--- src/rtl/core/chr_ram.sv ---
// ----------------------------------------------------------------------------
// chr_ram
// Generic single-write, single-read RAM with registered read data.
// ----------------------------------------------------------------------------
module chr_ram #(
  parameter int WIDTH = 8,
  parameter int DEPTH = 16
) (
  input  logic                     clk,
  input  logic                     we,
  input  logic [$clog2(DEPTH)-1:0] waddr,
  input  logic [WIDTH-1:0]         wdata,
  input  logic [$clog2(DEPTH)-1:0] raddr,
  output logic [WIDTH-1:0]         rdata
);

  logic [WIDTH-1:0] mem [DEPTH];

  always_ff @(posedge clk) begin
    if (we) begin
      mem[waddr] <= wdata;
    end
    rdata <= mem[raddr];
  end

endmodule

--- config.mk ---
export PLATFORM = sky130hd
export DESIGN_NAME = chr_ram
export DESIGN_NICKNAME = d
export VERILOG_FILES = /design/src/rtl/core/chr_ram.sv
export SDC_FILE = /design/constraint.sdc
export NUM_CORES = 1
export LEC_CHECK = 0
export ABC_CLOCK_PERIOD_IN_PS = 2750
export BUFFER_PORTS_ARGS = -buffer_cell sky130_fd_sc_hd__buf_2
export CAP_MARGIN = 20
export CORE_ASPECT_RATIO = 1.25
export CORE_MARGIN = 3
export CORE_UTILIZATION = 45
export CTS_CLUSTER_SIZE = 12
export DETAILED_ROUTE_END_ITERATION = 10
export GPL_TIMING_DRIVEN = 0
export PLACE_DENSITY = 0.65
export SKIP_CTS_REPAIR_TIMING = 1
export SLEW_MARGIN = 20
export SYNTH_ARGS = -nofsm -noshare
export SYNTH_HDL_FRONTEND = slang
export SYNTH_SLANG_ARGS = --single-unit
--- constraint.sdc ---
create_clock -name clk -period 2.75 [get_ports clk]
set_input_delay 0.55 -clock clk [delete_from_list [all_inputs] [get_ports clk]]
set_output_delay 0.55 -clock clk [all_outputs]
set_load 0.02 [all_outputs]
### After elaboration in Yosys (flattened, before gate mapping)

Memory sizes are Yosys's and may differ from the RTL's. A register that Yosys moved wholly into a read port is not among the register bits.
Index checks and enable logic that the tools add are counted.

* register bits after elaboration: 0
* bits in writable memories: 128
* bits of input ports: 18
* output and inout bits: 8
* logic and storage cells: 3
* memories kept: 1

* mux-type cells: 2

Memory list
* mem: depth 16, bits a word 8, rd ports 1, clocked after Yosys merged registers in 1, wr ports 1, line 17 `logic [WIDTH-1:0] mem [DEPTH];`

Operators by type and width (count)
* 1-bit 2-to-1 mux: 2

### Longest topological paths before layout

Gate-level depths: netlist of the first run.

* depth after elaboration: 2
* gate-level depth with buffers: 5
* depth with buffers taken out: 3

### Least setup slack after synthesis of the first run

Ideal clock, no wire load.

* path type: input port to flip-flop
* start: input waddr[2]
* end: memory mem[0][0] (enable)
* library setup time: 0.383 ns
* arrival time: 1.660 ns
* data required time: 2.367 ns
* setup slack: 0.707 ns
* cell stages on the path: 2
* buffers on the path: 0
* cell sequence: or3b_2 -> nor3_1

RTL lines
* start, declared: line 11 `input logic [$clog2(DEPTH)-1:0] waddr,`
* end, declared: line 17

Straight into the memory's write port.

### Worst setup path in the final report of the first run

* start: input waddr[2]
* end: memory mem[3][5] (enable)

Straight into the memory's write port.

==> reports/qor.csv, run 1 <==
metric;value;unit
IO buf count;24;
Post-Syn Nets;247;
share of cells above drive strength 1;0.305;
1st-pass router iterations;4;
final hold violation count;0;
crit path DAT;1790;ps
clock tree sinks;136;
depth of the CTS H-tree;4;
synthesized instance count;229;
Yosys top cell area share;0.747;
Routed WL per cell;23.3;um
CTS Root Cell;clkbuf_16;
Async S/R FF share, synth;0;
Yosys warnings;0;
starting density of the core;0.462;
height of the chip;126;um
synthesis-stage register bit count;136;
RSZ-0062 raised after global routing;no;
Layout Area Growth over Synthesis;18.2;%
Hold Path Class;input port to flip-flop;
largest buffer count on any clock path;2;
design area;6090;um^2
Placeable Area;11100;um^2
synth unique cells;19;
Slew @ Worst Pin;813;ps
Cell Area, Placed;5460;um^2
Max-Cap Viols;0;
Vias/cell;5.63;
Via Count;2365;
GP Congestion;0.733;
DRT iter0 DRCs;219;
top-level I/O count;26;
initial antenna violation count;0;
DRC;0;
std cell rows;43;
worst path required time;2790;ps
final setup skew;5.71;ps
post-route setup TNS;0;ps
CTS tree;yes;
Final ANT Viol Nets;0;
cts bufs inserted;17;
crit end category;flip-flop;
Diodes inserted;0;
Peak supply drop;0.000479;V
syn_area_per_cell;22.5;um^2
number of synthesized flops with an enable pin;128;
Final Max Slew Viols;0;
Setup CP Type;input port to flip-flop;
Clock Latency Late Sink;410;ps
filler cell count;826;
Seq/Total Area, Yosys;0.778;
PwrDens;798;nW/um^2
wire length of the first global-routing pass;14.7;mm
Final period util;0.636;
setup violators final;0;
area leader, netlist;edfxtp_1;
Area contributors post-synth;edfxtp_1 (75%), mux4_2 (7.9%), mux4_1 (7.1%);
f_max;572;MHz
fin util;0.546;
wirelength, routed;9.79;mm
final setup margin;1000;ps
pre-CTS setup slack;551;ps
Chip Width;102;um
Most used DFF post-synth;edfxtp_1;
Pleak;0.00206;uW
CP Max Fanout;8;
mapped cell area;5150;um^2
nets;290;
number of global-route vias before repair;2447;
clock-pin transition on the worst setup and hold timing paths;50;ps
CP Launch Type;input port;
slew margin rel.;0.456;
Total GRT Usage;0.169;
Die ar.;12800;um^2
status;finished clean;
GR Overflow Total;0;
largest net degree at the start of global routing;17;
fin crit period;1750;ps
-- state kept, by name (all words and copies together), names as in the netlist --
register / cells
mem: 128
rdata: 8
-- cell usage in the layout, fill, tap and decap left out --
cell,n
clkbuf_16,23
nor2_1,13
nand3b_1,2
clkinv_4,3
nor3_2,4
nand2b_1,2
clkinv_2,4
and2b_1,1
edfxtp_1,128
buf_6,3
clkbuf_1,2
or3b_2,1
buf_2,27
clkdlybuf4s25_2,3
buf_4,1
nor2b_1,1
nand3_1,1
mux4_1,14
a22oi_1,16
nand2_1,9
mux4_2,18
dfxtp_1,8
and2_1,1
-- per-layer routing --
layer  GRT usage  vias to the layer above  share of wire
met5           0                        -              0
met2       0.264                       73           0.52
met1       0.219                     1219           0.40
met3      0.0385                       13          0.050
met4      0.0915                        0          0.024
li1            -                     1060              -
-- Yosys cell counts, types with 2 or more instances --
cell type	n
nand3b_1	2
nand2b_1	2
clkdlybuf4s25_2	3
a22oi_1	16
dfxtp_1	8
edfxtp_1	128
buf_2	3
nor2_1	13
buf_6	3
mux4_1	14
nand2_1	9
nor3_1	4
mux4_2	18
-- power breakdown --
part           internal [uW]  leakage (uW)  switching, uW
sequential              2320       0.00122           10.4
clock                   1480      0.000314            816
combinational           92.4      0.000520            144
total                   3890       0.00206            970
-- final cells by class --
cell class / instances / area, um^2 / area share
Sequential cell: 136 / 4000 / 0.658
Multi-Input combinational cell: 83 / 1080 / 0.177
Clock buffer: 25 / 583 / 0.0958
Tap cell: 135 / 169 / 0.0278
Timing Repair Buffer: 24 / 120 / 0.0197
Buffer: 10 / 86.3 / 0.0142
Clock inverter: 7 / 46.3 / 0.00761
-- metrics by stage --
stage	cells	hold slack, ps	power, uW
2_1_floorplan	229	629	2510
3_3_place_gp	388	650	2600
3_5_place_dp	388	660	2610
4_1_cts	420	522	4890
5_1_grt	420	541	5000
6_report	420	533	4860
-- critical path, cell delays in order --
cell	delay, ps
buf_2	120
or3b_2	510
nor2_1	600
-- logic make-up after synthesis --
| logic type | synth area share |
|---|---|
| compound gates | 0.0233 |
| buf+inv | 0.0168 |
| flops | 0.778 |
| mux | 0.150 |
| simple gates | 0.0318 |
-- final timing paths --
| kind | start | endpoint | slack (ps) | cells past startpoint |
|---|---|---|---|---|
| worst max-delay path | waddr[2] | mem[3][5] | 1000 | 3 |
| worst max register to register | mem[1][0] | rdata[0] | 1270 | 3 |
| worst min register to register | mem[12][2] | rdata[2] | 660 | 3 |
| worst min-delay path | wdata[5] | mem[6][5] | 530 | 1 |
Power figures use the tool's default switching activity.
==> run 2: changes to the inputs <==
--- a/config.mk
+++ b/config.mk
@@ -5,7 +5,7 @@
 export SDC_FILE = /design/constraint.sdc
 export NUM_CORES = 1
 export LEC_CHECK = 0
-export ABC_CLOCK_PERIOD_IN_PS = 2750
+export ABC_CLOCK_PERIOD_IN_PS = 1700
 export BUFFER_PORTS_ARGS = -buffer_cell sky130_fd_sc_hd__buf_2
 export CAP_MARGIN = 20
 export CORE_ASPECT_RATIO = 1.25
==> constraint.sdc (replaced) <==
create_clock -name clk -period 1.7 [get_ports clk]
set_input_delay 0.34 -clock clk [delete_from_list [all_inputs] [get_ports clk]]
set_output_delay 0.34 -clock clk [all_outputs]
set_load 0.02 [all_outputs]
==> run 2 against run 1 <==
Effect of this change:
- clock-buffer cell count fell by 3
- via count down 0.63%
- worst hold slack got worse by 200 ps
- final area down 0.21%
- critical endpoint unchanged
- highest routed layer unchanged
==> reports/qor.csv, run 2 (synthesized netlist as in run 1, its figures left out) <==
metric;value;unit;change
Placeable Area;11100;um^2;unchanged
biggest regs;mem x128, rdata x8;;
Final Max Slew Viols;0;;unchanged
Max-Cap Viols;0;;unchanged
clock tree sinks;136;;unchanged
most common cell after layout, fill and taps aside;edfxtp_1;;
top-level I/O count;26;;unchanged
clock-pin transition on the worst setup and hold timing paths;50;ps;about the same
DRT iter0 DRCs;256;;+17%
depth of the CTS H-tree;4;;unchanged
Slew @ Worst Pin;848;ps;+34.8 ps
initial antenna violation count;0;;unchanged
post-route setup TNS;0;ps;unchanged
CP Max Fanout;8;;unchanged
Final ANT Viol Nets;0;;unchanged
Via Count;2350;;-0.63%
status;finished clean;;
filler cell count;837;;+1.3%
Design Power;7930;uW;+63%
Peak supply drop;0.000684;V;+43%
final hold violation count;0;;unchanged
DRC;0;;unchanged
fin crit period;1630;ps;
crit path DAT;1660;ps;-130 ps
Die ar.;12800;um^2;unchanged
wirelength, routed;9.41;mm;-3.9%
largest net degree at the start of global routing;17;;unchanged
number of global-route vias before repair;2442;;-0.20%
std cell rows;43;;unchanged
RSZ-0062 raised after global routing;no;;
Chip Width;102;um;unchanged
cts bufs inserted;17;;unchanged
fin util;0.545;;-0.00112
Hold Path Class;input port to flip-flop;;
PwrDens;1310;nW/um^2;+64%
Layout Area Growth over Synthesis;18.0;%;
wire length of the first global-routing pass;14.4;mm;-2.2%
f_max;613;MHz;
Setup CP Type;input port to flip-flop;;
GR Overflow Total;0;;unchanged
height of the chip;126;um;unchanged
final setup skew;8.63;ps;+2.92 ps
Pleak;0.00205;uW;-0.49%
slew margin rel.;0.433;;-0.0233
Clock Latency Late Sink;410;ps;about the same
Top reg by flops;mem;;
Final period util;0.959;;
CTS Root Cell;clkbuf_16;;
CP Launch Type;input port;;
Diodes inserted;0;;unchanged
crit end category;flip-flop;;
share of cells above drive strength 1;0.302;;-0.00351
most frequent cells in the layout;edfxtp_1 (128), buf_2 (27), mux4_2 (18), clkbuf_16 (17), a22oi_1 (16);;
starting density of the core;0.462;;unchanged
GP Congestion;0.796;;+8.7%
Vias/cell;5.60;;-0.63%
Routed WL per cell;22.4;um;-3.9%
IO buf count;24;;unchanged
worst path required time;1730;ps;-1060 ps
1st-pass router iterations;4;;unchanged
max reg flops;128;;unchanged
DP Wirelength;6.05;mm;
Total GRT Usage;0.164;;-0.00495
largest buffer count on any clock path;2;;unchanged
CTS tree;yes;;
nets;290;;unchanged
setup violators final;0;;unchanged
==> run 2: cell count changes in the layout (fill, tap and decap cells not counted), moves of 2 or more <==
| cell | before | now |
|---|---|---|
| bufinv_16 | 0 | 4 |
| clkbuf_8 | 0 | 2 |
| clkinv_4 | 3 | 0 |
| clkbuf_16 | 23 | 17 |
==> run 2: critical path, stage by stage <==
cell and delay (ps):
buf_2 110, or3b_2 530, nor2_1 670
==> run 2: final cells by class <==
type / count / area [um^2] / share of cell area
Multi-Input combinational cell: 83 / 1080 / 0.177
Clock buffer: 22 / 464 / 0.0764
Timing Repair Buffer: 24 / 120 / 0.0198
Buffer: 10 / 86.3 / 0.0142
Clock inverter: 10 / 153 / 0.0251
Tap cell: 135 / 169 / 0.0278
Sequential cell: 136 / 4000 / 0.659
==> run 2: metal layers <==
metal | track usage | vias to the layer above | wire length [um]
met1 | 0.217 | 1219 | 3950
met2 | 0.253 | 68 | 4870
met4 | 0.0743 | 0 | 104
li1 | - | 1056 | -
met5 | 0 | - | 0
met3 | 0.0458 | 7 | 485
==> run 2: worst paths after layout <==
check	start	end	slack, ps	cells past startpoint
max	waddr[2]	mem[3][5]	70	3
min	wdata[5]	mem[4][5]	330	1
max reg2reg	mem[1][2]	rdata[2]	180	3
min reg2reg	mem[14][1]	rdata[1]	680	3
==> run 2: where the power goes <==
part,leakage [uW],switching [uW],internal [uW]
Clock,0.000304,1260,2520
Sequential,0.00122,15.1,3750
Combinational,0.000520,234,150
==> run 2: stage by stage <==
stage               setup slack, ps  std cells  hold WS [ps]  area, um^2
finish                         69.8        420           329        6070
global route                   31.0        420           327        6070
CTS                            65.3        420           313        6070
detailed placement             -344        388           678        5460
global placement               -456        388           665        5440
floorplan                      93.9        229           439        5150
