`config.mk`:
```
export PLATFORM = sky130hd
export DESIGN_NAME = chr_mod
export DESIGN_NICKNAME = d
export VERILOG_FILES = /design/src/rtl/core/chr_pkg.sv /design/src/rtl/core/chr_mod.sv
export SDC_FILE = /design/constraint.sdc
export NUM_CORES = 1
export LEC_CHECK = 0
export ABC_AREA = 1
export BUFFER_PORTS_ARGS = -buffer_cell sky130_fd_sc_hd__buf_2
export CAP_MARGIN = 25
export CORE_ASPECT_RATIO = 1.5
export CORE_MARGIN = 3
export CORE_UTILIZATION = 25
export DETAILED_ROUTE_END_ITERATION = 8
export PLACE_DENSITY = 0.46
export SYNTH_ARGS = -nofsm -noshare
export SYNTH_HDL_FRONTEND = slang
export SYNTH_SLANG_ARGS = --single-unit
```
`constraint.sdc`:
```
create_clock -name clk -period 5.5 [get_ports clk]
set_input_delay 0.55 -clock clk [delete_from_list [all_inputs] [get_ports clk]]
set_output_delay 0.55 -clock clk [all_outputs]
set_load 0.1 [all_outputs]
```
`src/rtl/core/chr_pkg.sv`:
```
// ----------------------------------------------------------------------------
// chr_pkg
// Types and constants of the consistent hash ring.
// ----------------------------------------------------------------------------
package chr_pkg;

  localparam int KEY_W        = 17;
  localparam int HND_W        = 4;
  localparam int MAX_SERVERS  = 16;
  localparam int CNT_W        = 5;
  localparam int MAX_REPLICAS = 8;
  localparam int REP_W        = 4;
  localparam int CFG_RS_W     = 11;
  localparam int SQ_W         = 2 * KEY_W;
  localparam int HX_W         = 2 * KEY_W + 1;

  // action codes
  localparam logic [1:0] ACT_ADD    = 2'd0;
  localparam logic [1:0] ACT_REMOVE = 2'd1;
  localparam logic [1:0] ACT_LOOKUP = 2'd2;

  // status codes
  localparam logic [2:0] ST_OK      = 3'd0;
  localparam logic [2:0] ST_FULL    = 3'd1;
  localparam logic [2:0] ST_UNKNOWN = 3'd2;
  localparam logic [2:0] ST_EMPTY   = 3'd3;
  localparam logic [2:0] ST_PRESENT = 3'd4;

  // sequencer states
  typedef enum logic [7:0] {
    S_CLEAR = 8'b0000_0001,
    S_IDLE  = 8'b0000_0010,
    S_SQR   = 8'b0000_0100,
    S_HASH  = 8'b0000_1000,
    S_WAIT  = 8'b0001_0000,
    S_RD    = 8'b0010_0000,
    S_CHK   = 8'b0100_0000,
    S_DONE  = 8'b1000_0000
  } state_t;

  // status of the modulo unit
  typedef struct packed {
    logic busy;
    logic done;
  } mod_stat_t;

endpackage

```
`src/rtl/core/chr_mod.sv`:
```
// ----------------------------------------------------------------------------
// chr_mod
// Bit-serial restoring remainder unit: one dividend bit per cycle.
// ----------------------------------------------------------------------------
module chr_mod #(
  parameter int XW = 35,
  parameter int DW = 11
) (
  input  logic                      clk,
  input  logic                      rst_n,
  input  logic                      start,
  input  logic [XW-1:0]             x,
  input  logic [DW-1:0]             d,
  output chr_pkg::mod_stat_t        stat,
  output logic [DW-1:0]             rem
);
  import chr_pkg::*;

  localparam int CW = $clog2(XW + 1);

  logic [XW-1:0] x_r, x_nxt;
  logic [DW-1:0] rem_r, rem_nxt;
  logic [CW-1:0] cnt_r, cnt_nxt;
  logic          busy_r, busy_nxt;
  logic          done_r, done_nxt;
  logic [DW:0]   trial;

  // shift in next bit, subtract when it fits
  always_comb begin
    x_nxt    = x_r;
    rem_nxt  = rem_r;
    cnt_nxt  = cnt_r;
    busy_nxt = busy_r;
    done_nxt = 1'b0;
    trial    = {rem_r, x_r[XW-1]};
    if (start) begin
      x_nxt    = x;
      rem_nxt  = '0;
      cnt_nxt  = CW'(XW);
      busy_nxt = 1'b1;
    end else if (busy_r) begin
      x_nxt = {x_r[XW-2:0], 1'b0};
      if (trial >= {1'b0, d}) begin
        rem_nxt = DW'(trial - {1'b0, d});
      end else begin
        rem_nxt = trial[DW-1:0];
      end
      cnt_nxt = cnt_r - 1'b1;
      if (cnt_r == CW'(1)) begin
        busy_nxt = 1'b0;
        done_nxt = 1'b1;
      end
    end
  end

  always_ff @(posedge clk) begin
    if (!rst_n) begin
      busy_r <= 1'b0;
      done_r <= 1'b0;
      cnt_r  <= '0;
    end else begin
      busy_r <= busy_nxt;
      done_r <= done_nxt;
      cnt_r  <= cnt_nxt;
    end
    x_r   <= x_nxt;
    rem_r <= rem_nxt;
  end

  assign stat.busy = busy_r;
  assign stat.done = done_r;
  assign rem       = rem_r;

endmodule

```
# Yosys cells after proc, flatten, opt, wreduce, memory -nomap -nowiden
# Cells that the tools add are included.
[totals]
regBits = 54
in_bits = 49
[op_classes]
add_sub_neg = 2
order_cmp = 1
n_eq_ne = 1
mux = 9
bitwise_logic = 2
n_reduce_logical = 3
[ops]
columns = ["cell", "count"]
rows = [
  ["2-to-1 mux 35 bit", 2],
  ["greater-or-equal comparator 12 x 11 -> 1 bit", 1],
  ["2-to-1 mux 6 bit", 2],
  ["2-to-1 mux 11 bit", 1],
  ["subtractor 11 bit", 1],
  ["== test 6 x 1 -> 1 bit, second input constant", 1],
  ["subtractor 6 x 1 -> 6 bit, second input constant", 1],
  ["2-to-1 mux 1 bit", 4],
  ["OR reduction 3 bit", 1],
  ["NOT 1 bit", 2],
  ["nonzero test 2 bit", 1],
  ["OR reduction 2 bit", 1],
]

# Longest topological paths before layout
[depth]
word_depth = 4
mapped_depth = 13
depth_no_buf = 12

# Least setup slack after synthesis
# Ideal clock, no wire load.
[synth_path]
path_kind = "reg2reg"
from = "register rem_r[0] (netlist: rem[0])"
to = "register rem_r[3] (netlist: rem[3])"
setup_time_ns = 0.157
arrival_ns = 2.294
path_slack_ns = 3.048
stages_incl_launch_ff = 12
n_path_buf = 1
cell_sequence = "dfxtp_1 > inv_1 > fa_1 > inv_1 > nand3_1 > nand3_1 > nand2_2 > nand3_2 > buf_6 > nand2_1 > nand3_1 > o21ai_1"
[synth_via]
elab_chain_cells = 2
[synth_rtl]
columns = ["item", "line_no", "rtl"]
rows = [
  ["start, declared", "chr_mod.sv:22", "logic [DW-1:0] rem_r, rem_nxt;"],
  ["start signal, assigned", "chr_mod.sv:67", "rem_r <= rem_nxt;"],
  ["subtractor 11 bit / greater-or-equal comparator 12 x 11 -> 1 bit (equally long branches)", "chr_mod.sv:44, chr_mod.sv:43", ""],
  ["2-to-1 mux 11 bit *", "chr_mod.sv:43", "if (trial >= {1'b0, d}) begin"],
]
# Every way passes the cells marked *; elsewhere a longest branch is shown, timed or not.
# A chain may end at the register's enable or synchronous reset.

# Final worst setup path
[layout_path]
from = "input start"
to = "register x_r[5] (enable)"
[layout_via]
elab_chain_cells = 1
[layout_rtl]
columns = ["item", "line_no", "rtl"]
rows = [
  ["start, declared", "chr_mod.sv:11", "input logic start,"],
  ["nonzero test 2 bit (no line)", "--", ""],
  ["end signal, assigned", "chr_mod.sv:66", "x_r <= x_nxt;"],
  ["end, declared", "chr_mod.sv:21", "logic [XW-1:0] x_r, x_nxt;"],
]
# Every way passes these cells.

==> results.py <==
metrics = {
    "status": {
        "status": "complete, no violations",
    },
    "clock_tree": {
        "cts_htree_levels": 2,
        "ctsRootBufferMaster": "clkbuf_16",
        "ctsResizeCount": 0,
        "postCtsSetupBuffers": 0,
        "clkSlewWorstSetupHoldPaths_ns": 0.07,
        "cts_tree": "built",
        "clock_sinks": 54,
        "postCtsHoldBufs": 0,
        "cts_buffer_depth": 2,
        "numCtsBuffers": 5,
        "clk-insertion-delay-late_ns": 0.29,
    },
    "global_routing": {
        "grt_max_degree": 39,
        "grt-ovfl-total": 0,
        "antenna_found_initial": 0,
        "grt_pass1_wl_mm": 12.50,
        "grt_usage_pct": 10.85,
        "grt_pass1_vias": 2679,
    },
    "worst_setup_path": {
        "r2r_setup_slack_ns": 3.33,
        "startpoint": "start",
        "critPathRequiredTime_ns": 5.47,
        "worst_path_largest_cell_delay_ns": 0.53,
        "crit_chain": "buf_2 -> nor2_1 -> inv_1 -> buf_4",
        "worstReg2RegStart": "x_r[34]",
        "startpoint_type": "input port",
        "crit_fanout": 38,
        "arrival_ns": 2.28,
        "critPathKind": "in -> reg",
        "critical-path-slowest-cell": "inv_1",
        "crit_buf_inv": 3,
        "cp.depth": 4,
        "r2r_cells": 11,
        "cp_top_family": "buffers and inverters",
        "crit_path_end_kind": "flip-flop",
        "crit_path_end": "x_r[5]",
        "r2r-end": "rem[7]",
    },
    "die": {
        "die_area_sq_um": 13940,
        "ios": 62,
        "die_w_um": 97.41,
        "dieHeight_um": 143.1,
        "num_rows": 49,
        "initial_core_util_pct": 25.81,
        "core_area_sq_um": 12140,
    },
    "cells_and_area": {
        "fill_cells": 1331,
        "drive_above_1_share_pct": 17.72,
        "antennaDiodeCount": 0,
        "nNetsFinal": 536,
        "syn_to_final_growth_pct": 18.37,
    },
    "timing": {
        "fin_crit_sh_pct": 42.07,
        "tns_ns": 0,
        "relSlewSlack_pct": 45.48,
        "rsz0062_at_grt": "false",
        "tightest_slew_ns": 0.8148,
        "layout_min_cycle_time_ns": 2.314,
        "slew_violations": 0,
        "setup_viol": 0,
        "max_freq_ghz": 0.4322,
        "finClkSkew_ns": 0.005565,
        "hold_violations": 0,
    },
    "detailed_routing": {
        "avgRoutedWirePerCell_um": 11.54,
        "dr.pass1.iters": 4,
        "drc": 0,
        "dr_total_vias": 2671,
        "vias_per_cell": 4.260,
        "initialDrtViolationCount": 108,
        "totalWireLength_mm": 7.237,
        "ant_nets": 0,
    },
    "place": {
        "portBuffers": 61,
        "routabilityCongestion": 0.8282,
        "hpwl_mm": 5.642,
    },
    "logic_synthesis": {
        "syn-instance-count": 418,
        "seq_area_frac_synth_pct": 45.69,
        "syn_nets": 481,
        "ys_warn_count": 0,
        "yosysUniqueCellTypes": 29,
        "syn-cell-area_sq_um": 3133,
        "postSynthRegisterBits": 54,
        "synth_top_area_share_pct": 33.55,
        "yosysTopAreaCell": "edfxtp_1",
        "syn_area_per_cell_sq_um": 7.495,
        "yosys-top-cells-area": "edfxtp_1 34%, nand2_1 21%, dfxtp_1 12%, inv_1 7.8%, ha_1 5.2%",
    },
    "power": {
        "p_total_uw": 918.9,
        "p_per_area_nw_per_um2": 247.8,
        "max-vdd-ir-drop_v": 0.0001581,
        "p_leak_nw": 1.964,
    },
    "job": {
        "maxCapViolCount": 0,
    },
    "worst_hold_path": {
        "hp-class": "in -> reg",
    },
}
[cells by family (layout without fill, tap and decap cells)]
group                      Yosys count  count (layout)  share of synthesized area [%]
and+or+nand+nor                    248             248                          33.71
buffers and inverters               83             139                          11.14
DFF                                 54              54                          45.69
AOI/OAI and AO/OA                   16              16                          2.796
adders and majority gates           14              14                          5.831
xor gates and xnor gates             3               3                         0.8388
[area by class of cell]
class                   count  area (sq um)  share of cell area, %
flip-flops and latches     54          1431                  38.60
multi-input cells         281          1353                  36.47
repair buffers             63         340.3                  9.177
inverters                  68         255.2                  6.883
well taps                 153         191.4                  5.162
clock buffers               6         128.9                  3.475
clock inverters             2         8.758                 0.2362
[sequential cells by signal, summed over array words and instances (netlist names)]
register and cells:
x_r 35, rem 11, cnt_r 6, busy_r 1, done_r 1
[cell usage after synthesis]
cell,instances
nor3_1,4
a221oi_1,1
a21oi_2,1
buf_6,3
buf_2,3
dfxtp_1,19
nand3_1,27
xnor2_1,2
or2_0,1
a21oi_1,6
fa_1,1
buf_1,5
nand4_1,16
nand3_2,2
nor2_1,14
inv_1,65
o21ai_0,4
clkbuf_1,1
buf_4,3
nor2_2,1
xor2_1,1
edfxtp_1,35
nand2_2,7
nor4_1,1
nand4_2,1
nand2_1,174
o21ai_1,4
inv_2,3
ha_1,13
[where the power goes]
part / leakage (nW) / internal, mW / switching (mW)
logic: 1.39 / 0.0474 / 0.0873
registers: 0.514 / 0.471 / 0.0111
clock network: 0.0644 / 0.166 / 0.136
[routing by layer]
layer / track usage (%) / up-vias / part of all wire (%)
met5: 0 / - / 0
met4: 3.939 / 0 / 2.2
met3: 2.248 / 12 / 4.6
met2: 18.83 / 74 / 48
met1: 13.30 / 1162 / 45
li1: - / 1423 / -
[metrics by stage]
stage	std cells	utilization, %	cell area, sq um	setup slack, ns	hold slack, ns
4_1_cts	627	30.55	3709	3.122	0.4997
2_1_floorplan	418	-	3133	3.048	0.4874
5_1_grt	627	30.55	3709	2.957	0.5268
3_5_place_dp	619	29.42	3571	2.788	0.5017
6_report	627	30.55	3709	3.186	0.5027
3_3_place_gp	618	29.19	3543	2.907	0.4916
[worst min path at each step]
| stage | from | to | slack, ns | depth (start not counted) |
|---|---|---|---|---|
| global route | rst_n | cnt_r[5] | 0.53 | 3 |
| finish | rst_n | cnt_r[5] | 0.50 | 3 |
| detailed placement | x_r[26] | x_r[27] | 0.50 | 2 |
| floorplan | x_r[9] | x_r[10] | 0.49 | 2 |
| global placement | x_r[27] | x_r[28] | 0.49 | 2 |
| CTS | rst_n | cnt_r[5] | 0.50 | 3 |
[tightest hold or removal path: cells and delay by family]
family | cells | cell delay, ns
buf+inv | 2 | 0.16
simple gates | 1 | 0.06
[cell usage in the layout (no fill, tap or decap), drive strengths merged]
cell type | netlist | routed
edfxtp | 35 | 35
nand2 | 181 | 181
or2 | 1 | 1
clkbuf | 1 | 6
a221oi | 1 | 1
fa | 1 | 1
clkinv | 0 | 1
clkinvlp | 0 | 1
ha | 13 | 13
nand4 | 17 | 17
a21oi | 7 | 7
xnor2 | 2 | 2
dfxtp | 19 | 19
nand3 | 29 | 29
nor3 | 4 | 4
buf | 14 | 63
inv | 68 | 68
nor2 | 15 | 15
nor4 | 1 | 1
o21ai | 8 | 8
xor2 | 1 | 1
Power figures use the tool's default switching activity.
